`config.mk`:
```
export PLATFORM = sky130hd
export DESIGN_NAME = ostt_cell
export DESIGN_NICKNAME = d
export VERILOG_FILES = /design/src/hw/rtl/ostt_pkg.sv /design/src/hw/rtl/ostt_cell.sv
export SDC_FILE = /design/constraint.sdc
export NUM_CORES = 1
export LEC_CHECK = 0
export BUFFER_PORTS_ARGS = -buffer_cell sky130_fd_sc_hd__buf_2
export CORE_ASPECT_RATIO = 0.8
export CORE_UTILIZATION = 45
export DETAILED_ROUTE_END_ITERATION = 10
export PLACE_DENSITY = 0.74
export SKIP_CTS_REPAIR_TIMING = 1
export SYNTH_ARGS = -nofsm -noshare
export SYNTH_HDL_FRONTEND = slang
export SYNTH_SLANG_ARGS = --single-unit
```
`constraint.sdc`:
```
create_clock -name clock -period 27.8 [get_ports clock]
set_input_delay 1.39 -clock clock [delete_from_list [all_inputs] [get_ports clock]]
set_output_delay 1.39 -clock clock [all_outputs]
set_load 0.005 [all_outputs]
```
`src/hw/rtl/ostt_pkg.sv`:
```
// shared types and codes of the one-shot timer table
`default_nettype none
package ostt_pkg;

   // item operation codes
   localparam logic [1:0] OP_SCHEDULE = 2'd0;
   localparam logic [1:0] OP_CANCEL   = 2'd1;
   localparam logic [1:0] OP_TICK     = 2'd2;

   // result status codes
   localparam logic [1:0] STATUS_OK        = 2'd0;
   localparam logic [1:0] STATUS_INVALID   = 2'd1;
   localparam logic [1:0] STATUS_FULL      = 2'd2;
   localparam logic [1:0] STATUS_NOT_FOUND = 2'd3;

   // result kinds
   localparam logic KIND_REPLY = 1'b0;
   localparam logic KIND_FIRED = 1'b1;

   // field widths
   localparam int TIME_WIDTH   = 48;
   localparam int ID_WIDTH     = 32;
   localparam int HANDLE_WIDTH = 16;
   localparam int DELAY_WIDTH  = 32;

   // at most this many timers fire on one tick
   localparam int                COUNT_WIDTH = 7;
   localparam logic [COUNT_WIDTH-1:0] FIRE_LIMIT = 7'd64;

   // command walking down the row of slots
   typedef struct packed {
      logic                    valid;
      logic [1:0]              op;
      logic                    done;
      logic [COUNT_WIDTH-1:0]  count;
      logic [ID_WIDTH-1:0]     id;
      logic [HANDLE_WIDTH-1:0] handle;
      logic [TIME_WIDTH-1:0]   deadline;
   } packet_type;

   // expired timer reported by a slot
   typedef struct packed {
      logic                    valid;
      logic [ID_WIDTH-1:0]     id;
      logic [HANDLE_WIDTH-1:0] handle;
   } fire_type;

endpackage
`default_nettype wire

```
`src/hw/rtl/ostt_cell.sv`:
```
// one timer slot: holds an entry and acts on the passing command
`default_nettype none
module ostt_cell (
   input  wire logic                              clock,
   input  wire logic                              reset,
   input  wire logic                              hold,
   input  wire logic [ostt_pkg::TIME_WIDTH-1:0]   time_now,
   input  wire ostt_pkg::packet_type              pkt_in,
   output ostt_pkg::packet_type                   pkt_out,
   output ostt_pkg::fire_type                     fire
);
   import ostt_pkg::*;

   logic                    active_ff;
   logic                    active_in;
   logic [TIME_WIDTH-1:0]   deadline_ff;
   logic [ID_WIDTH-1:0]     id_ff;
   logic [HANDLE_WIDTH-1:0] handle_ff;
   packet_type              pkt_ff;
   packet_type              pkt_in_next;
   logic                    sched_hit;
   logic                    cancel_hit;
   logic                    fire_hit;

   // decide what this slot does with the command
   always_comb begin
      sched_hit  = pkt_in.valid && (pkt_in.op == OP_SCHEDULE) && !pkt_in.done && !active_ff;
      cancel_hit = pkt_in.valid && (pkt_in.op == OP_CANCEL) && !pkt_in.done && active_ff
                   && (id_ff == pkt_in.id);
      fire_hit   = pkt_in.valid && (pkt_in.op == OP_TICK) && active_ff
                   && (deadline_ff <= time_now) && (pkt_in.count < FIRE_LIMIT);

      pkt_in_next = pkt_in;
      if (sched_hit || cancel_hit) begin
         pkt_in_next.done = 1'b1;
      end
      if (fire_hit) begin
         pkt_in_next.count = pkt_in.count + 7'd1;
      end

      active_in = active_ff;
      if (sched_hit) begin
         active_in = 1'b1;
      end else if (cancel_hit || fire_hit) begin
         active_in = 1'b0;
      end

      fire.valid  = fire_hit;
      fire.id     = fire_hit ? id_ff : '0;
      fire.handle = fire_hit ? handle_ff : '0;
   end

   // slot state and command stage
   always_ff @(posedge clock) begin
      if (reset) begin
         active_ff <= 1'b0;
         pkt_ff    <= '0;
      end else if (!hold) begin
         active_ff <= active_in;
         pkt_ff    <= pkt_in_next;
      end
   end

   // entry payload, written when the slot is claimed
   always_ff @(posedge clock) begin
      if (!hold && sched_hit) begin
         deadline_ff <= pkt_in.deadline;
         id_ff       <= pkt_in.id;
         handle_ff   <= pkt_in.handle;
      end
   end

   assign pkt_out = pkt_ff;

endmodule
`default_nettype wire

```
==> metrics.md <==
| Metric | Value |
|---|---|
| Run status | completed |
| Worst Path Arrival | 4.08 ns |
| Hpwl dp | 15800 um |
| Sequential element share of the synthesized area | 0.580 |
| Starting density of the core | 0.459 |
| F_max | 183 MHz |
| Total CTS buffers | 21 |
| Met1 GRT Util | 0.261 |
| Vias | 6504 |
| Worst Setup End Kind | output port |
| Root buffer cell | clkbuf_16 |
| Grt met2 use | 0.369 |
| I/O Buffers | 313 |
| Chip Height | 126 um |
| Largest net degree at the start of global routing | 60 |
| Slew HR | 0.375 |
| Filler cells | 1638 |
| Mean number of vias per cell | 4.89 |
| Cell variety after synth | 40 |
| Clock Latency Late Sink | 0.49 ns |
| Top cell type's share of synthesized area | 0.331 |
| Top Usage Layer GRT | met2 |
| Layout cells sized above 1 | 0.326 |
| Setup Skew | 0.0180 ns |
| Worst vdd ir | 0.0499 mV |
| Leading area contributor after synthesis | edfxtp_1 |
| Synth Cell Area | 0.00870 mm^2 |
| CP startpoint kind | input pin |
| Kind of critical path | input pin to output port |
| CP max FO | 55 |
| Synth Register Bits | 204 |
| Largest cells by area after synthesis | edfxtp_1 (33%), dfxtp_1 (25%), mux2i_1 (11%) |
| CTS tree | done |
| Setup TNS | 0 ns |
| Min-delay worst type | flip-flop to flip-flop |
| DR WL/cell | 16.3 um |
| Die area | 0.0199 mm^2 |
| Clock Sinks | 204 |
| Total power | 667 uW |
| Die W | 157 um |
| Layout area overhead | 28.5% |
| DRT iter0 DRCs | 290 |
| Remaining DRCs | 0 |
| LEAKAGE | 0.00542 uW |
| Slew Limit Fails | 0 |
| Initial antenna violation count | 2 |
| Global-route wire length before repair | 32800 um |
| Final GP Congestion | 0.797 |
| Syn Nets | 952 |
| Top-Level Pins | 314 |
| WHS | 0.480 ns |
| Rows | 45 |
| Total core area | 0.0190 mm^2 |
| CTS H-tree lvls | 1 |
| Required @ worst endpoint | 26.41 ns |
| P per Cell Area | 59.7 mW/mm^2 |
| Remaining Overflow, GRT | 0 |
| Met3 Resource Use GR | 0.0540 |
| Setup violations, final | 0 |
| Synth Instances | 745 |
| Post-Layout Cell Count | 1329 |
| Routed Antenna Nets | 0 |
| Final Critical Period | 5.47 ns |
| Vias in the first global route | 6307 |
| Total Wirelength | 21700 um |
| Number of nets in the layout | 1262 |
| Clk slew on worst S/H paths | 0.06 ns |
| Router iterations before antenna repair | 5 |
| Hold Violations, Final | 0 |
| Core Util, Final | 0.590 |
| Post-Syn Area per Cell | 11.7 um^2 |
| Max-cap violations | 0 |
| RSZ-0062 raised after global routing | false |
| Placed Cells | 1290 |
| Period utilisation layout | 0.197 |
| Gr usage total | 0.212 |
| Max clock buf depth | 3 |
| Slew @ Worst Pin | 0.938 ns |
| Synth Warn # | 0 |
[metal layers]
metal,part of all wire,wire [um]
met5,0,0
met4,0.021,448
met3,0.072,1560
met2,0.48,10400
met1,0.43,9230
[cell families (layout without fill, tap and decap cells)]
family,count (synthesis),in the layout,share of synthesized area
buffers and inverters,83,407,0.0365
AO/OA/AOI/OAI,54,54,0.0397
adder cells (fa/ha/maj),49,49,0.0704
multiplexers,100,100,0.115
AND/OR/NAND/NOR,219,219,0.123
XOR/XNOR,36,36,0.0362
flip-flops,204,204,0.580
other,0,2,0
[where the power goes]
group          internal [uW]  switching [uW]  leakage, uW
clock network            163             111     0.000320
logic                   29.8            33.2      0.00334
registers                325            5.12      0.00176
total                    518             149      0.00542
[final timing paths]
path / endpoint / slack [ns] / from / depth (start not counted)
max: fire[45] / 22.33 / time_now[41] / 12
min: pkt_out[103]$_SDFFE_PP0N_ / 0.48 / pkt_out[103]$_SDFFE_PP0N_ / 2
max reg2reg: pkt_out[97]$_SDFFE_PP0N_ / 24.75 / deadline_ff[41]$_DFFE_PP_ / 10
min reg2reg: pkt_out[103]$_SDFFE_PP0N_ / 0.48 / pkt_out[103]$_SDFFE_PP0N_ / 2
[cell type report]
class | count | area, um^2 | area share
Clock inverter | 7 | 80.1 | 0.00716
Inverter | 52 | 195 | 0.0174
Timing Repair Buffer | 318 | 1610 | 0.144
Sequential cell | 204 | 5040 | 0.451
Clock buffer | 30 | 579 | 0.0518
Tap cell | 258 | 323 | 0.0289
Multi-Input combinational cell | 458 | 3350 | 0.299
Antenna cell | 2 | 5.00 | 0.000447
[Yosys cell counts, drive strengths merged]
cell type and n:
nand3b 1, or3b 1, a31o 1, and4 4, o31ai 1, o21a 1
clkbuf 14, nor3 6, buf 17, nor2b 2, mux2i 100, nor2 109
nor4 6, dfxtp 108, and2 49, nand3 9, o21ai 7, a211oi 7
ha 49, or4b 1, or4 1, o211ai 3, xor2 19, a221o 2
and3 3, inv 52, a21oi 27, xnor2 17, a221oi 3, edfxtp 96
a21o 2, nand2 12, nand4 15
[worst max-delay path: stages]
cell	delay, ns
buf_2	0.08
inv_1	0.04
ha_1	0.30
a21o_1	0.18
a221o_1	0.31
a221oi_1	0.30
o21ai_1	0.17
a221o_1	0.38
a21oi_4	0.14
buf_4	0.41
and2_1	0.21
buf_2	0.11
[layout by cell type (no fill, tap or decap), drive strengths merged]
| master | netlist | routed |
|---|---|---|
| a211oi | 7 | 7 |
| a21o | 2 | 2 |
| a21oi | 27 | 27 |
| a221o | 2 | 2 |
| a221oi | 3 | 3 |
| a31o | 1 | 1 |
| and2 | 49 | 49 |
| and3 | 3 | 3 |
| and4 | 4 | 4 |
| buf | 17 | 318 |
| bufinv | 0 | 2 |
| clkbuf | 14 | 30 |
| clkinv | 0 | 5 |
| dfxtp | 108 | 108 |
| diode | 0 | 2 |
| edfxtp | 96 | 96 |
| ha | 49 | 49 |
| inv | 52 | 52 |
| mux2i | 100 | 100 |
| nand2 | 12 | 12 |
| nand3 | 9 | 9 |
| nand3b | 1 | 1 |
| nand4 | 15 | 15 |
| nor2 | 109 | 109 |
| nor2b | 2 | 2 |
| nor3 | 6 | 6 |
| nor4 | 6 | 6 |
| o211ai | 3 | 3 |
| o21a | 1 | 1 |
| o21ai | 7 | 7 |
| o31ai | 1 | 1 |
| or3b | 1 | 1 |
| or4 | 1 | 1 |
| or4b | 1 | 1 |
| xnor2 | 17 | 17 |
| xor2 | 19 | 19 |
[sequential cells by signal, indices dropped and copies added (netlist names)]
name	flops
handle_ff	16
id_ff	32
active_ff	1
deadline_ff	48
pkt_out	107
[per-stage QoR]
stage | worst slack (ns) | cell area [um^2]
6_report | 22.33 | 11200
5_1_grt | 22.16 | 11200
4_1_cts | 22.33 | 11200
3_5_place_dp | 22.33 | 10500
3_3_place_gp | 22.44 | 10500
2_1_floorplan | 16.00 | 8700
(Power assumes the default switching activity.)
